===== src/hdl/bic_pkg.sv =====
package bic_pkg;

    localparam int SAMPLE_BITS = 12;
    localparam int COUNT_BITS  = 16;
    localparam int THRESH_BITS = 16;
    localparam int SUM_BITS    = 17;
    localparam int STATE_BITS  = 3;
    localparam int CFG_IDX_BITS  = 2;
    localparam int CFG_DATA_BITS = 16;

    localparam logic [COUNT_BITS-1:0] COUNT_MAX = {COUNT_BITS{1'b1}};
    localparam logic [SUM_BITS-1:0]   SUM_MAX   = {SUM_BITS{1'b1}};

    localparam logic [STATE_BITS-1:0] SECTOR_FIRST = 3'd1;
    localparam logic [STATE_BITS-1:0] SECTOR_LAST  = 3'd6;

    typedef logic [SAMPLE_BITS-1:0] sample_t;
    typedef logic [STATE_BITS-1:0]  sector_t;
    typedef logic [SUM_BITS-1:0]    sum_t;
    typedef logic [COUNT_BITS-1:0]  count_t;

    typedef enum logic
    {
        KIND_PWM    = 1'b0,
        KIND_PRESET = 1'b1
    } kind_t;

    typedef enum logic [CFG_IDX_BITS-1:0]
    {
        REG_BLANK_TIME  = 2'd0,
        REG_THRESHOLD   = 2'd1,
        REG_REVERSE_DIR = 2'd2,
        REG_UNUSED      = 2'd3
    } cfg_idx_t;

    function automatic sector_t next_sector(input sector_t s, input logic reverse);
        sector_t n;
        if (reverse)
        begin
            n = (s <= SECTOR_FIRST) ? SECTOR_LAST : sector_t'(s - 3'd1);
        end
        else
        begin
            n = (s >= SECTOR_LAST) ? SECTOR_FIRST : sector_t'(s + 3'd1);
        end
        return n;
    endfunction

endpackage


===== src/hdl/bic_if.sv =====
interface bic_in_if;
    import bic_pkg::*;

    logic    valid;
    logic    ready;
    kind_t   kind;
    sample_t bemf_sample;
    sample_t center_level;
    sector_t preset_state;

    modport source (output valid, kind, bemf_sample, center_level, preset_state, input ready);
    modport sink   (input valid, kind, bemf_sample, center_level, preset_state, output ready);
endinterface

interface bic_out_if;
    import bic_pkg::*;

    logic    valid;
    logic    ready;
    logic    commutate;
    sector_t comm_state;
    sum_t    integrated_sum;

    modport source (output valid, commutate, comm_state, integrated_sum, input ready);
    modport sink   (input valid, commutate, comm_state, integrated_sum, output ready);
endinterface

interface bic_cfg_if;
    import bic_pkg::*;

    logic                     valid;
    logic                     ready;
    cfg_idx_t                 index;
    logic [CFG_DATA_BITS-1:0] data;

    modport source (output valid, index, data, input ready);
    modport sink   (input valid, index, data, output ready);
endinterface


===== src/hdl/bemf_integration_commutator.sv =====
// Channel  Role    Payload
// cfg      sink    index, data (register write)
// item     sink    kind, bemf_sample, center_level, preset_state
// result   source  commutate, comm_state, integrated_sum
//
// One item per clock while result.ready is high; each accepted item gives one result item in the next cycle.
// The result is registered after the integrate/compare path.
// item.ready is low only while a result is held and result.ready is low.
// Reset clears the blank counter and sum, sets the sector to 1 and the registers to 0.
// cfg is always ready.
module bemf_integration_commutator
(
    input  logic             clk,
    input  logic             rst_n,
    bic_cfg_if.sink          cfg,
    bic_in_if.sink           item,
    bic_out_if.source        result
);
    import bic_pkg::*;

    logic [COUNT_BITS-1:0]  blank_time_reg;
    logic [THRESH_BITS-1:0] threshold_reg;
    logic                   reverse_reg;

    count_t  blank_count_reg, blank_count_next;
    sum_t    bemf_sum_reg, bemf_sum_next;
    sector_t comm_state_reg, comm_state_next;

    logic    out_valid_reg;
    logic    commutate_reg, commutate_next;
    sector_t out_state_reg;
    sum_t    out_sum_reg;

    logic                   accept;
    count_t                 count_inc;
    logic                   falling;
    sample_t                add;
    logic [SUM_BITS:0]      sum_wide;
    sum_t                   sum_sat;

    assign cfg.ready  = 1'b1;
    assign item.ready = !out_valid_reg || result.ready;
    assign accept     = item.valid && item.ready;

    assign result.valid          = out_valid_reg;
    assign result.commutate      = commutate_reg;
    assign result.comm_state     = out_state_reg;
    assign result.integrated_sum = out_sum_reg;

    always_comb
    begin
        count_inc = (blank_count_reg != COUNT_MAX) ? count_t'(blank_count_reg + 1'b1)
                                                   : blank_count_reg;
        falling   = comm_state_reg[0] ^ reverse_reg;
        add       = '0;
        if (falling)
        begin
            if (item.bemf_sample <= item.center_level)
            begin
                add = sample_t'(item.center_level - item.bemf_sample);
            end
        end
        else
        begin
            if (item.bemf_sample >= item.center_level)
            begin
                add = sample_t'(item.bemf_sample - item.center_level);
            end
        end
        sum_wide = {1'b0, bemf_sum_reg} + {{(SUM_BITS + 1 - SAMPLE_BITS){1'b0}}, add};
        sum_sat  = sum_wide[SUM_BITS] ? SUM_MAX : sum_wide[SUM_BITS-1:0];

        blank_count_next = blank_count_reg;
        bemf_sum_next    = bemf_sum_reg;
        comm_state_next  = comm_state_reg;
        commutate_next   = 1'b0;

        case (item.kind)
            KIND_PRESET:
            begin
                if (item.preset_state inside {[SECTOR_FIRST:SECTOR_LAST]})
                begin
                    comm_state_next = item.preset_state;
                end
            end
            default:
            begin
                blank_count_next = count_inc;
                if (count_inc > blank_time_reg)
                begin
                    bemf_sum_next = sum_sat;
                    if (sum_sat >= {1'b0, threshold_reg})
                    begin
                        bemf_sum_next    = '0;
                        blank_count_next = '0;
                        comm_state_next  = next_sector(comm_state_reg, reverse_reg);
                        commutate_next   = 1'b1;
                    end
                end
            end
        endcase
    end

    always_ff @(posedge clk or negedge rst_n)
    begin
        if (!rst_n)
        begin
            blank_time_reg <= '0;
            threshold_reg  <= '0;
            reverse_reg    <= 1'b0;
        end
        else if (cfg.valid)
        begin
            case (cfg.index)
                REG_BLANK_TIME:  blank_time_reg <= cfg.data[COUNT_BITS-1:0];
                REG_THRESHOLD:   threshold_reg  <= cfg.data[THRESH_BITS-1:0];
                REG_REVERSE_DIR: reverse_reg    <= cfg.data[0];
                default:         ;
            endcase
        end
    end

    always_ff @(posedge clk or negedge rst_n)
    begin
        if (!rst_n)
        begin
            blank_count_reg <= '0;
            bemf_sum_reg    <= '0;
            comm_state_reg  <= SECTOR_FIRST;
            out_valid_reg   <= 1'b0;
        end
        else
        begin
            if (accept)
            begin
                blank_count_reg <= blank_count_next;
                bemf_sum_reg    <= bemf_sum_next;
                comm_state_reg  <= comm_state_next;
                out_valid_reg   <= 1'b1;
            end
            else if (result.ready)
            begin
                out_valid_reg <= 1'b0;
            end
        end
    end

    always_ff @(posedge clk)
    begin
        if (accept)
        begin
            commutate_reg <= commutate_next;
            out_state_reg <= comm_state_next;
            out_sum_reg   <= bemf_sum_next;
        end
    end

endmodule

===== src/flat_wrapper.sv =====
// flat-port wrapper written by rule: the top's interface ports become plain ports
module bemf_integration_commutator_flat import bic_pkg::*;
  (clk, rst_n, cfg_valid, cfg_index, cfg_data, cfg_ready, item_valid, item_kind, item_bemf_sample, item_center_level, item_preset_state, item_ready, result_valid, result_commutate, result_comm_state, result_integrated_sum, result_ready);
  bic_cfg_if cfg_i ();
  bic_in_if item_i ();
  bic_out_if result_i ();
  input  logic clk;
  input  logic rst_n;
  input wire logic [$bits(cfg_i.valid)-1:0] cfg_valid;
  input wire logic [$bits(cfg_i.index)-1:0] cfg_index;
  input wire logic [$bits(cfg_i.data)-1:0] cfg_data;
  output wire logic [$bits(cfg_i.ready)-1:0] cfg_ready;
  input wire logic [$bits(item_i.valid)-1:0] item_valid;
  input wire logic [$bits(item_i.kind)-1:0] item_kind;
  input wire logic [$bits(item_i.bemf_sample)-1:0] item_bemf_sample;
  input wire logic [$bits(item_i.center_level)-1:0] item_center_level;
  input wire logic [$bits(item_i.preset_state)-1:0] item_preset_state;
  output wire logic [$bits(item_i.ready)-1:0] item_ready;
  output wire logic [$bits(result_i.valid)-1:0] result_valid;
  output wire logic [$bits(result_i.commutate)-1:0] result_commutate;
  output wire logic [$bits(result_i.comm_state)-1:0] result_comm_state;
  output wire logic [$bits(result_i.integrated_sum)-1:0] result_integrated_sum;
  input wire logic [$bits(result_i.ready)-1:0] result_ready;
  assign cfg_i.valid = cfg_valid;
  assign cfg_i.index = cfg_index;
  assign cfg_i.data = cfg_data;
  assign cfg_ready = cfg_i.ready;
  assign item_i.valid = item_valid;
  assign item_i.kind = item_kind;
  assign item_i.bemf_sample = item_bemf_sample;
  assign item_i.center_level = item_center_level;
  assign item_i.preset_state = item_preset_state;
  assign item_ready = item_i.ready;
  assign result_valid = result_i.valid;
  assign result_commutate = result_i.commutate;
  assign result_comm_state = result_i.comm_state;
  assign result_integrated_sum = result_i.integrated_sum;
  assign result_i.ready = result_ready;
  bemf_integration_commutator u_core (.clk(clk), .rst_n(rst_n), .cfg(cfg_i), .item(item_i), .result(result_i));
endmodule

===== config.mk =====
export PLATFORM = sky130hd
export DESIGN_NAME = bemf_integration_commutator_flat
export DESIGN_NICKNAME = d
export VERILOG_FILES = /design/src/hdl/bic_pkg.sv /design/src/hdl/bic_if.sv /design/src/hdl/bemf_integration_commutator.sv /design/src/flat_wrapper.sv
export SDC_FILE = /design/constraint.sdc
export NUM_CORES = 1
export LEC_CHECK = 0
export ABC_AREA = 1
export ABC_CLOCK_PERIOD_IN_PS = 4000
export BUFFER_PORTS_ARGS = -buffer_cell sky130_fd_sc_hd__clkbuf_2
export CAP_MARGIN = 20
export CORE_ASPECT_RATIO = 2
export CORE_UTILIZATION = 25
export DETAILED_ROUTE_END_ITERATION = 12
export SYNTH_ARGS = -nofsm -noshare
export SYNTH_HDL_FRONTEND = slang
export SYNTH_SLANG_ARGS = --single-unit

===== constraint.sdc =====
create_clock -name clk -period 4 [get_ports clk]
set_clock_uncertainty 0.1 [all_clocks]
set_input_delay 0.8 -clock clk [delete_from_list [all_inputs] [get_ports clk]]
set_output_delay 0.8 -clock clk [all_outputs]
set_load 0.1 [all_outputs]

Word level (Yosys, flattened, before mapping):

Cells that the tools add are included.

* flip-flop bits (word level): 91
* output and inout bits: 24

* add/subtract/negate cells: 6
* magnitude comparators: 8
* equal/unequal tests: 3
* muxes and demuxes: 20
* bitwise gates (word level): 3
* reductions and logical operators: 11

Operator list (count)
* $mux 17: 4
* $mux 16: 3
* $mux 12: 3
* $sub 12x12->12: 2
* $mux 3: 7
* $add 17x12->18: 1
* $ge 17x16->1: 1
* $add 16x1->16 const B: 1
* $gt 16x16->1: 1
* $ne 16x16->1 const B: 1
* $ge 12x12->1: 1
* $le 12x12->1: 1
* $reduce_and 2->1: 4
* $add 3x1->3 const B: 1
* $ge 3x1->1 const B: 1
* $ge 3x3->1 const B: 1
* $le 3x1->1 const B: 1
* $le 3x3->1 const B: 1
* $mux 1: 3
* $sub 3x1->3 const B: 1
* $eq 2x1->1 const B: 1
* $eq 2x2->1 const B: 1
* $logic_and 1x1->1: 2
* $logic_not 2->1: 1
* 6 further kinds: 7

Longest topological paths before layout:

Gate-level depths: netlist of run 1.

* depth in word-level cells: 9
* gate-level depth with buffers: 43

Worst setup path after synthesis of run 1:

No wires, ideal clock.

* path type: input port to flip-flop
* start point: input item_center_level[3]
* end point: register u_core.blank_count_reg[7]
* setup time: 131 ps
* arrival: 5103 ps
* data required time: 3769 ps
* setup slack: -1334 ps
* stages on the path: 38
* path buffers: 4
* path through: inv_1 ha_1 clkbuf_2 a21oi_1 o21ai_0 a21oi_1 o21ai_0 nand2_1 nand3_1 nand2_1 buf_2 a21oi_1 ha_1 inv_1 fa_1 inv_1 nand2_1 nand2_1 (+2 left out) xor2_1 or2_2 ha_1 nand2_1 nor2_1 nand2_1 o21ai_0 nand2_1 nand2_1 nand2_1 nand2_1 nand2_1 nand2_4 nand2_4 buf_6 buf_6 nand3_1 o21ai_0

* word-level cells in the longest chain between the ends: 8
* elaborated cells on any way between the ends: 12
* those cells by class: add/sub: 3; order compare: 3; mux: 6

Ends and longest elaborated chain
* start: declaration: line flat_wrapper.sv:16 `input wire logic [$bits(item_i.center_level)-1:0] item_center_level;`
* $sub 12x12->12, or another cell as far along: line bemf_integration_commutator.sv:67 `add = sample_t'(item.bemf_sample - item.center_level);`
* $mux 12 (on tied branches): line bemf_integration_commutator.sv:65, bemf_integration_commutator.sv:58
* $mux 12 *: line bemf_integration_commutator.sv:56 `if (falling)`
* $add 17x12->18 *: line bemf_integration_commutator.sv:70 `sum_wide = {1'b0, bemf_sum_reg} + {{(SUM_BITS + 1 - SAMPLE_BITS){1'b0}}, add};`
* $mux 17 *: line bemf_integration_commutator.sv:71 `sum_sat = sum_wide[SUM_BITS] ? SUM_MAX : sum_wide[SUM_BITS-1:0];`
* $ge 17x16->1 *: line bemf_integration_commutator.sv:92 `if (sum_sat >= {1'b0, threshold_reg})`
* $mux 16 *: line bemf_integration_commutator.sv:92
* $mux 16 *: line bemf_integration_commutator.sv:89 `if (count_inc > blank_time_reg)`
* end signal: assignment: line bemf_integration_commutator.sv:136 `blank_count_reg <= blank_count_next;`
* end: declaration: line bemf_integration_commutator.sv:25 `count_t blank_count_reg, blank_count_next;`

Mark *: on every way between the ends. The rest lies on a longest branch, timed or not.
A chain may end at the register's enable or synchronous reset.

Final worst setup path of run 1:

* start point: input item_bemf_sample[0]
* end point: register u_core.bemf_sum_reg[3]

* word-level cells in the longest chain between the ends: 9
* elaborated cells on any way between the ends: 13
* those cells by class: add/sub: 3; order compare: 3; mux: 7

Ends and longest elaborated chain
* start: declaration: line flat_wrapper.sv:15 `input wire logic [$bits(item_i.bemf_sample)-1:0] item_bemf_sample;`
* $sub 12x12->12, or another cell as far along: line bemf_integration_commutator.sv:67
* $mux 12 (on tied branches): line bemf_integration_commutator.sv:65, bemf_integration_commutator.sv:58
* $mux 12 *: line bemf_integration_commutator.sv:56
* $add 17x12->18 *: line bemf_integration_commutator.sv:70
* $mux 17 *: line bemf_integration_commutator.sv:71
* $ge 17x16->1: line bemf_integration_commutator.sv:92
* $mux 17 *: line bemf_integration_commutator.sv:92
* $mux 17 *: line bemf_integration_commutator.sv:89
* $mux 17 *: line bemf_integration_commutator.sv:78 `case (item.kind)`
* end signal: assignment: line bemf_integration_commutator.sv:137 `bemf_sum_reg <= bemf_sum_next;`
* end: declaration: line bemf_integration_commutator.sv:26 `sum_t bemf_sum_reg, bemf_sum_next;`

Marks and branches as above.

==> results of run 1 <==
## power groups by stage
stage / Sequential (mW) / Combinational, mW / Clock (mW)
CTS: 1.47 / 4.96 / 0.845
global route: 1.50 / 5.97 / 0.879
floorplan: 1.87 / 2.50 / 0
detailed placement: 1.49 / 4.48 / 0
global placement: 1.48 / 4.43 / 0
finish: 1.48 / 5.48 / 0.822
## logic make-up (layout without fill, tap and decap cells)
| family | Yosys count | count (layout) | synth area share [%] |
|---|---|---|---|
| other | 1 | 1 | 0.0542 |
| AOI/OAI and AO/OA | 179 | 179 | 14.4 |
| buffers and inverters | 184 | 410 | 10.5 |
| xor gates and xnor gates | 35 | 35 | 4.43 |
| adders and majority gates | 75 | 75 | 13.9 |
| and+or+nand+nor | 365 | 365 | 22.3 |
| DFF | 91 | 91 | 34.4 |
## cell type report
class	count	area, µm²
fill	2827	17100
multi-input combinational	655	4560
sequential	91	2380
timing repair buffer	234	1670
inverter	159	619
tap	348	435
clock buffer	9	225
clock inverter	7	51.3
timing repair inverter	1	6.26
## cell usage after synthesis, types with 14 or more instances
cell / number / share of area [%]
nand3_1: 51 / 3.7
a21oi_1: 49 / 3.5
xor2_1: 29 / 3.7
clkbuf_1: 14 / 0.76
dfrtp_1: 69 / 25
inv_1: 156 / 8.5
ha_1: 72 / 13
nand2_1: 231 / 13
edfxtp_1: 21 / 9.1
a31oi_1: 17 / 1.5
o21ai_0: 80 / 5.8
nor2_1: 50 / 2.7
## repair_timing
action / 4_1_cts / 5_1_grt
gates resized for setup: 59 / 73
pin swaps: 33 / 64
setup endpoints to repair: 55 / 55
gates cloned: 0 / 2
buffers inserted: 22 / 14
## through the flow
step / utilization (%) / setup WS, ps / instances / instance area [µm²]
final: 36.9 / -1150 / 1504 / 9950
after floorplan: - / -968 / 930 / 7200
after CTS: 35.3 / -1190 / 1490 / 9550
after detailed placement: 32.6 / -2200 / 1452 / 8810
after global placement: 32.6 / -2150 / 1452 / 8810
after global routing: 36.9 / -1370 / 1504 / 9950
## tightest hold or removal path, stage by stage (launching register included)
cell and delay [ps]:
dfrtp_1 340, nand2_1 50, o21ai_0 60
## layer usage
metal	global-route usage, %	vias up	wire [µm]
met3	1.75	60	430
li1	-	3444	-
met5	0	-	0
met1	13.5	3212	7230
met2	30.6	115	12400
met4	9.62	0	1150
## final timing paths
check,startpoint,endpoint,cells past startpoint,slack [ps]
max in group asynchronous,rst_n,u_core.threshold_reg[5]$_DFFE_PN0P_,2,2570
min in group asynchronous,rst_n,u_core.result.valid$_DFFE_PN0P_,1,500
worst min-delay path,u_core.threshold_reg[5]$_DFFE_PN0P_,u_core.threshold_reg[5]$_DFFE_PN0P_,2,390
worst max-delay path,item_bemf_sample[0],u_core.bemf_sum_reg[3]$_DFFE_PN0P_,35,-1150
worst min register to register,u_core.threshold_reg[5]$_DFFE_PN0P_,u_core.threshold_reg[5]$_DFFE_PN0P_,2,390
worst max register to register,u_core.comm_state_reg[0]$_DFFE_PN1P_,u_core.bemf_sum_reg[3]$_DFFE_PN0P_,26,-360
==> summary.txt, run 1 <==
GRT
  • Initial antenna violation count: 0
  • Total track usage: 15.0%
  • Congestion Overflow GR: 0
  • Vias in the first global route: 6921
  • First-pass GRT wire length: 32.9 mm
  • Largest net degree at the start of global routing: 48

Routing
  • Vias per std cell: approximately 4.5
  • Post-route ant nets: 0
  • Remaining DRCs: 0
  • Vias: between 6000 and 7000
  • First drt pass iteration count: 4
  • Total routed wirelength: 21.3 mm
  • Iteration-0 DRC Markers: 230
  • WL/cell: 14.1 µm

Power
  • Internal power: 4.06 mW
  • Net Sw Frac: 47.8%
  • Combinational share of power: 70.5%
  • Total leakage power: ~5 nW
  • Switch Pwr: 3.72 mW
  • Total power after layout: roughly 7.8 mW
  • Worst vdd ir: 0.340 mV
  • Reg power frac: 19.0%
  • Clock Power Share: between 10% and 20%
  • Pwr dens: 781 mW/mm²

Timing
  • Tmin final: between 5000 and 6000 ps
  • Slew margin rel.: between 30% and 40%
  • Least-Margin Pin Slew: 987 ps
  • Hold Fails Final Rpt: 0
  • Fin crit share: 129%
  • RSZ-0062 raised after global routing: yes
  • Max Fclk: 194 MHz
  • Hold_ws: 387 ps
  • Max-slew violations: 0
  • Final worst slack: -1150 ps
  • Count of final setup violators: 55
  • Setup tns final: -60050 ps

Run status
  • Status: complete, but fails checks
  • Failing checks: negative setup slack

Synthesis
  • EDFF count, synth: 21
  • Post-Synthesis Cells: 930
  • Post-synth cell types: between 50 and 60
  • Fraction of registers with async set/reset: 76.9%
  • Ys flop type: dfrtp_1
  • Synth warn: 0
  • Post-Syn Area: 0.00692 mm²
  • Syn Nets: 1056
  • Avg Cell Area, Syn: 7.44 µm²
  • Seq/Total Area, Yosys: 34.4%
  • Synth Register Bits: 91

Floorplan
  • Area of the core: 0.0270 mm²
  • Die X: 120 µm
  • Site Rows: 85
  • IO Pins: 75
  • Die Y: 237 µm
  • Die ar.: 0.0284 mm²
  • Initial core utilization: 25.6%

Worst setup path
  • CP max FO: 8
  • Slowest stage delay, CP: 370 ps
  • WP buf/inv: 8
  • Worst setup SP type: primary input
  • Critical path's slowest cell: fa_2
  • CP top delay family: simple AND/OR/NAND/NOR gates
  • Critical path type: primary input to flip-flop
  • Worst Path Arrival: about 5300 ps
  • Critical Path RT: 4180 ps
  • Crit. End Element: flip-flop

Final layout
  • Antenna Cells: 0
  • Share of cells above drive strength 1: 35.1%
  • Final #Nets: 1277
  • Commonest non-fill, non-tap cell in the layout: nand2_1
  • Commonest non-fill, non-tap cells in the layout: nand2_1 (196), buf_4 (151), inv_1 (141), dfrtp_1 (69), clkbuf_2 (68)
  • Layout overhead on the synthesized area: 43.8%

Hold path
  • Worst Hold Class: flip-flop to flip-flop

Placement
  • IO Port Bufs: 73
  • Routability cong.: 0.869
  • DP Wirelength: 16.6 mm

CTS
  • Root Driver: clkbuf_16
  • Clock Tree Buf Depth: 2
  • Cts hold-fix bufs: 0
  • CTS tree: built
  • Worst-path clk slew: 60 ps
  • Num CTS Buffers: 9
  • Clock sinks: 91
  • H-tree depth: 3
  • Skew-Pair Late Insertion Delay: approximately 360 ps

Flow run
  • Number of max-cap violations: 0
Note: power is estimated with default switching activity, not from simulation.
==> inputs of run 2 (changes only) <==
- ABC_AREA: 1 -> not set
- CORE_UTILIZATION: 25 -> 35
- CTS_BUF_LIST: not set -> sky130_fd_sc_hd__clkbuf_4
==> run 2 against run 1 <==
Compared with the run above: the run still ends with negative setup slack left; combinational power shrank 64%; clock-buffer cell count grew 2; register-to-register slack lost 910 ps; cell area shrank 4.1%; hold slack lost 250 ps; synthesized cell count shrank 19%; via count shrank 6.7%; fmax shrank 22%; setup slack lost 1500 ps; critical path type unchanged.
==> summary.txt, run 2 <==
Timing
  • Max-slew violations: 0 (unchanged)
  • Setup tns final: -138590 ps (was -60050 ps)
  • Tmin final: 6640 ps (was 5150 ps)
  • Final worst slack: -2640 ps (was -1150 ps)
  • Count of final setup violators: 55 (unchanged)
  • Slew margin rel.: 45.1% (was 34.2%)
  • Least-Margin Pin Slew: 820 ps (was 987 ps)
  • Hold Fails Final Rpt: 0 (unchanged)
  • RSZ-0062 raised after global routing: yes (unchanged)
  • Max Fclk: 151 MHz (was 194 MHz)
  • Fin crit share: 166% (was 129%)

GRT
  • Total track usage: 20.4% (was 15.0%)
  • First-pass GRT wire length: 31.5 mm (was 32.9 mm)
  • Initial antenna violation count: 1 (was 0)
  • Largest net degree at the start of global routing: 31 (was 48)
  • Congestion Overflow GR: 0 (unchanged)
  • Vias in the first global route: 6474 (was 6921)

Worst setup path
  • Crit. End Element: flip-flop (unchanged)
  • Critical Path RT: 4160 ps (was 4180 ps)
  • Slowest stage delay, CP: 460 ps (was 370 ps)
  • Critical path type: primary input to flip-flop (unchanged)
  • Worst r2r src: u_core.comm_state_reg[0]$_DFFE_PN1P_ (unchanged)
  • WP buf/inv: 7 (was 8)
  • Worst Path Arrival: 6810 ps (was 5330 ps)
  • Reg2reg end: u_core.result.comm_state[1]$_DFFE_PP_ (was u_core.bemf_sum_reg[3]$_DFFE_PN0P_)
  • CP top delay family: compound AO/OA/AOI/OAI gates (was simple AND/OR/NAND/NOR gates)
  • R2R depth: 24 (was 26)
  • Worst setup SP type: primary input (unchanged)
  • Reg2reg setup slack: -1270 ps (was -360 ps)
  • Critical path's slowest cell: a2111o_1 (was fa_2)
  • CP max FO: 6 (was 8)

Floorplan
  • Initial core utilization: 35.8% (was 25.6%)
  • IO Pins: 75 (unchanged)
  • Site Rows: 72 (was 85)
  • Die ar.: 0.0204 mm² (was 0.0284 mm²)
  • Area of the core: 0.0194 mm² (was 0.0270 mm²)
  • Die X: 101 µm (was 120 µm)
  • Die Y: 201 µm (was 237 µm)

Final layout
  • Layout overhead on the synthesized area: 37.8% (was 43.8%)
  • Final core occ: 49.3% (was 36.9%)
  • Final #Nets: 1103 (was 1277)
  • Share of cells above drive strength 1: 40.4% (was 35.1%)
  • Commonest non-fill, non-tap cell in the layout: buf_4 (was nand2_1)
  • Commonest non-fill, non-tap cells in the layout: buf_4 (156), inv_1 (71), clkbuf_2 (71), dfrtp_1 (69), ha_1 (65) (was nand2_1 (196), buf_4 (151), inv_1 (141), dfrtp_1 (69), clkbuf_2 (68))

CTS
  • H-tree depth: 3 (unchanged)
  • CTS tree: built (unchanged)
  • Clock Tree Buf Depth: 2 (unchanged)
  • Worst-path clk slew: 150 ps (was 60 ps)
  • Skew-Pair Late Insertion Delay: 490 ps (was 360 ps)
  • Clock sinks: 91 (unchanged)
  • Num CTS Buffers: 9 (unchanged)
  • Root Driver: clkbuf_4 (was clkbuf_16)

Placement
  • IO Port Bufs: 73 (unchanged)
  • DP Wirelength: 15.8 mm (was 16.6 mm)
  • Routability cong.: 0.878 (was 0.869)

Power
  • Pwr dens: 387 mW/mm² (was 781 mW/mm²)
  • Total leakage power: 4.62 nW (was 5.09 nW)
  • Worst vdd ir: 0.205 mV (was 0.340 mV)

Routing
  • WL/cell: 16.0 µm (was 14.1 µm)
  • First drt pass iteration count: 4 (unchanged)
  • Vias: 6371 (was 6831)
  • Total routed wirelength: 19.9 mm (was 21.3 mm)
  • Remaining DRCs: 0 (unchanged)
  • Iteration-0 DRC Markers: 152 (was 230)
  • Post-route ant nets: 0 (unchanged)
  • Vias per std cell: 5.13 (was 4.54)

Synthesis
  • Top cell type's share of synthesized area: 24.9% (about the same)
  • Top cells by count, synth: inv_1 (74), ha_1 (72), dfrtp_1 (69), a21oi_1 (59), nand2_1 (56) (was nand2_1 (231), inv_1 (156), o21ai_0 (80), ha_1 (72), dfrtp_1 (69))
  • Synth warn: 0 (unchanged)
  • Syn Nets: 878 (was 1056)
  • Area leader, netlist: dfrtp_1 (unchanged)
  • Post-synth cell types: 63 (was 52)
  • Most frequent cell after synthesis: inv_1 (was nand2_1)
  • Ys flop type: dfrtp_1 (unchanged)
  • Avg Cell Area, Syn: 9.21 µm² (was 7.44 µm²)
  • Post-Syn Area: 0.00693 mm² (was 0.00692 mm²)
  • Synth Register Bits: 91 (unchanged)
  • Seq/Total Area, Yosys: 34.4% (about the same)
  • Area contributors post-synth: dfrtp_1 (25%), ha_1 (13%), edfxtp_1 (9.1%) (was dfrtp_1 (25%), ha_1 (13%), nand2_1 (13%))
  • Post-Synthesis Cells: 752 (was 930)
  • Fraction of registers with async set/reset: 76.9% (unchanged)
  • EDFF count, synth: 21 (unchanged)

Hold path
  • Worst Hold Class: primary input to asynchronous set/reset pin (was flip-flop to flip-flop)

Flow run
  • Number of max-cap violations: 0 (unchanged)

Run status
  • Status: complete, but fails checks (unchanged)
  • Failing checks: negative setup slack (unchanged)
run 2: what timing repair did:
item | in CTS | in global routing
setup endpoints to repair | 55 | 57
cloned | 1 | 0
gates resized for setup | 71 | 32
setup buffers | 18 | 9
pin swaps | 43 | 34
hold buffers | 0 | 0
run 2: how the worst max path moves through the flow:
stage | cells past startpoint | slack [ps] | start | to
2_1_floorplan | 31 | -2810 | item_bemf_sample[0] | u_core.result.comm_state[0]$_DFFE_PP_
3_3_place_gp | 34 | -3490 | item_bemf_sample[0] | u_core.comm_state_reg[2]$_DFFE_PN0P_
3_5_place_dp | 34 | -3550 | item_bemf_sample[0] | u_core.comm_state_reg[2]$_DFFE_PN0P_
4_1_cts | 33 | -2570 | item_bemf_sample[0] | u_core.result.integrated_sum[14]$_DFFE_PP_
5_1_grt | 33 | -2950 | item_bemf_sample[0] | u_core.result.comm_state[2]$_DFFE_PP_
6_report | 33 | -2640 | item_bemf_sample[0] | u_core.result.comm_state[1]$_DFFE_PP_
run 2: metal layers:
layer,track usage [%],routed length (µm),up-vias,share of wire [%]
li1,-,-,3176,-
met1,19.1,6940,3047,35
met2,40.5,11600,100,59
met3,2.47,424,48,2.1
met4,11.2,862,0,4.3
met5,0,0,-,0
run 2: kinds of logic (layout without fill, tap and decap cells):
group	count (synthesis)	after routing	share of synthesized area, %
flops	91	91	34.4
other cells	1	2	0.0541
compound gates	216	216	20.7
simple gates	191	191	13.8
fa+ha+maj	75	75	13.9
buf+inv	105	335	6.16
mux	49	49	7.91
xor+xnor	24	24	3.03
run 2: layout make-up:
| cell class | count | area (µm²) |
|---|---|---|
| antenna | 1 | 2.50 |
| fill | 1859 | 9820 |
| multi-input combinational | 556 | 4610 |
| clock buffer | 11 | 82.6 |
| clock inverter | 5 | 80.1 |
| sequential | 91 | 2380 |
| timing repair buffer | 244 | 1770 |
| tap | 259 | 324 |
| inverter | 75 | 297 |
run 2: power breakdown:
group	total (mW)	switching [mW]	internal, mW
clock	0.592	0.326	0.266
combinational	1.96	1.04	0.920
sequential	1.15	0.0799	1.07
total	3.70	1.44	2.26
run 2: metrics by stage:
step / power, mW / instance area (µm²) / worst slack [ps] / hold WS (ps) / std cells
after floorplan: 2.23 / 7070 / -2810 / 379 / 752
after global placement: 2.80 / 8730 / -3490 / 390 / 1201
after detailed placement: 2.83 / 8730 / -3550 / 397 / 1201
after CTS: 3.62 / 9340 / -2570 / 111 / 1234
after global routing: 3.95 / 9550 / -2950 / 131 / 1242
final: 3.70 / 9550 / -2640 / 134 / 1242
==> inputs of run 3 (changes only) <==
- CORE_UTILIZATION: 35 -> 45
- PLACE_DENSITY: not set -> 0.66
==> run 3 against run 2 <==
Compared with the run above: the run still ends with negative setup slack left; core utilization increased by 17 points; setup slack got worse by 330 ps; combinational power rose by 15%; non-clock buffer count rose by 5; total power increased by 5.3%; clock power fell by 17%; hold slack gained 140 ps; critical path type unchanged; highest routed layer unchanged.
==> summary.txt, run 3 (synthesized netlist as in run 2, its figures left out) <==
Routing
  • Vias per std cell: 5.66 (was 5.13)
  • Remaining DRCs: 0 (unchanged)
  • WL/cell: 18.5 µm (was 16.0 µm)
  • Total routed wirelength: 21.9 mm (was 19.9 mm)
  • Vias: 6697 (was 6371)
  • First drt pass iteration count: 6 (was 4)
  • Iteration-0 DRC Markers: 275 (was 152)
  • Post-route ant nets: 0 (unchanged)

Placement
  • IO Port Bufs: 73 (unchanged)
  • Placed cells: 1131 (was 1201)
  • DP Wirelength: 16.0 mm (was 15.8 mm)
  • Placed cell areas: 0.00859 mm² (was 0.00873 mm²)
  • Routability cong.: 0.926 (was 0.878)
  • Pre-CTS setup slack: -3720 ps (was -3550 ps)

Run status
  • Failing checks: negative setup slack (unchanged)
  • Status: complete, but fails checks (unchanged)

Final layout
  • Filler instances: 1117 (was 1859)
  • Final core occ: 65.8% (was 49.3%)
  • Area of the multi-input gates: 0.00493 mm² (was 0.00461 mm²)
  • Layout Cells excl Fill: 1184 (was 1242)
  • Reg area: 0.00238 mm² (unchanged)
  • Layout overhead on the synthesized area: 41.6% (was 37.8%)
  • Final #Nets: 1109 (was 1103)
  • Post-route design area: 0.00981 mm² (was 0.00955 mm²)
  • Commonest non-fill, non-tap cell in the layout: buf_4 (unchanged)
  • Commonest non-fill, non-tap cells in the layout: buf_4 (153), inv_1 (72), clkbuf_2 (71), dfrtp_1 (69), ha_1 (58) (was buf_4 (156), inv_1 (71), clkbuf_2 (71), dfrtp_1 (69), ha_1 (65))
  • Share of cells above drive strength 1: 43.8% (was 40.4%)

GRT
  • Total track usage: 26.6% (was 20.4%)
  • Largest net degree at the start of global routing: 34 (was 31)
  • First-pass GRT wire length: 33.2 mm (was 31.5 mm)
  • Vias in the first global route: 7087 (was 6474)
  • Initial antenna violation count: 1 (unchanged)
  • Congestion Overflow GR: 0 (unchanged)

Timing
  • Final worst slack: -2970 ps (was -2640 ps)
  • Tmin final: 6970 ps (was 6640 ps)
  • Setup tns final: -151560 ps (was -138590 ps)
  • Max Fclk: 143 MHz (was 151 MHz)
  • Least-Margin Pin Slew: 821 ps (was 820 ps)
  • RSZ-0062 raised after global routing: yes (unchanged)
  • Fin crit share: 174% (was 166%)
  • Max-slew violations: 0 (unchanged)
  • Hold Fails Final Rpt: 0 (unchanged)
  • Slew margin rel.: 45.3% (was 45.1%)
  • Count of final setup violators: 55 (unchanged)
  • Hold_ws: 278 ps (was 134 ps)

CTS
  • Clock sinks: 91 (unchanged)
  • Skew-Pair Late Insertion Delay: 500 ps (was 490 ps)
  • Worst-path clk slew: 170 ps (was 150 ps)
  • Clock Tree Buf Depth: 2 (unchanged)
  • Num CTS Buffers: 9 (unchanged)
  • Root Driver: clkbuf_4 (unchanged)
  • CTS tree: built (unchanged)
  • Cts hold-fix bufs: 0 (unchanged)
  • H-tree depth: 3 (unchanged)

Worst setup path
  • Worst r2r src: u_core.comm_state_reg[0]$_DFFE_PN1P_ (unchanged)
  • Reg2reg setup slack: -1730 ps (was -1270 ps)
  • Reg2reg end: u_core.result.integrated_sum[14]$_DFFE_PP_ (was u_core.result.comm_state[1]$_DFFE_PP_)
  • Worst setup SP type: primary input (unchanged)
  • Crit path capture: u_core.result.integrated_sum[14]$_DFFE_PP_ (was u_core.result.comm_state[1]$_DFFE_PP_)
  • Critical Path RT: 4250 ps (was 4160 ps)
  • CP startpoint: item_bemf_sample[0] (unchanged)
  • Worst Path Arrival: 7220 ps (was 6810 ps)
  • Critical path type: primary input to flip-flop (unchanged)
  • Crit. End Element: flip-flop (unchanged)
  • Slowest stage delay, CP: 450 ps (was 460 ps)
  • R2R depth: 22 (was 24)
  • Critical path's slowest cell: a2111o_1 (unchanged)
  • CP max FO: 9 (was 6)

Power
  • Worst vdd ir: 0.270 mV (was 0.205 mV)
  • Pwr dens: 397 mW/mm² (was 387 mW/mm²)
  • Total leakage power: 4.69 nW (was 4.62 nW)
  • Total power after layout: 3.90 mW (was 3.70 mW)

Floorplan
  • Initial core utilization: 46.5% (was 35.8%)
  • Die ar.: 0.0159 mm² (was 0.0204 mm²)
  • Die Y: 177 µm (was 201 µm)
  • Die X: 89.7 µm (was 101 µm)
  • IO Pins: 75 (unchanged)
  • Site Rows: 63 (was 72)
  • Area of the core: 0.0149 mm² (was 0.0194 mm²)

Flow run
  • Number of max-cap violations: 0 (unchanged)

Hold path
  • Worst Hold Class: primary input to asynchronous set/reset pin (unchanged)
[run 3: routing by layer]
metal | global-route usage [%] | share of wire [%] | up-vias | wire length [µm]
li1 | - | - | 3189 | -
met1 | 23.9 | 34 | 3221 | 7380
met2 | 53.9 | 57 | 202 | 12500
met3 | 2.83 | 2.9 | 85 | 637
met4 | 18.9 | 6.3 | 0 | 1390
met5 | 0 | 0 | - | 0
[run 3: cell type report]
cell class / instances / share of cell area (%)
multi-input cells: 557 / 50.3
flip-flops and latches: 91 / 24.3
repair buffers: 249 / 18.6
inverters: 75 / 3.02
well taps: 195 / 2.49
clock buffers: 10 / 0.765
clock inverters: 6 / 0.472
diodes: 1 / 0.0255
[run 3: worst min-delay path by stage]
stage	slack, ps	startpoint	endpoint
5_1_grt	320	rst_n	u_core.blank_count_reg[15]$_DFFE_PN0P_
4_1_cts	280	rst_n	u_core.blank_count_reg[6]$_DFFE_PN0P_
6_report	280	rst_n	u_core.bemf_sum_reg[13]$_DFFE_PN0P_
3_3_place_gp	390	u_core.threshold_reg[11]$_DFFE_PN0P_	u_core.threshold_reg[11]$_DFFE_PN0P_
3_5_place_dp	400	u_core.threshold_reg[1]$_DFFE_PN0P_	u_core.threshold_reg[1]$_DFFE_PN0P_
2_1_floorplan	380	u_core.threshold_reg[10]$_DFFE_PN0P_	u_core.threshold_reg[10]$_DFFE_PN0P_
[run 3: worst max-delay path, delay by kind of cell]
family,cells,cell delay (ps)
AOI/OAI and AO/OA,16,3460
buffers and inverters,5,560
adders and majority gates,4,1040
and+or+nand+nor,6,1360
[run 3: where the power goes]
group / internal, mW / switching [mW] / leakage, nW
Combinational: 1.05 / 1.21 / 3.54
Sequential: 1.07 / 0.0777 / 1.09
Clock: 0.140 / 0.350 / 0.0654
[run 3: repair_timing]
item,CTS,global route
gates resized for setup,91,75
cloned,2,1
setup endpoints to repair,55,56
setup buffers,18,20
pin swaps,41,61
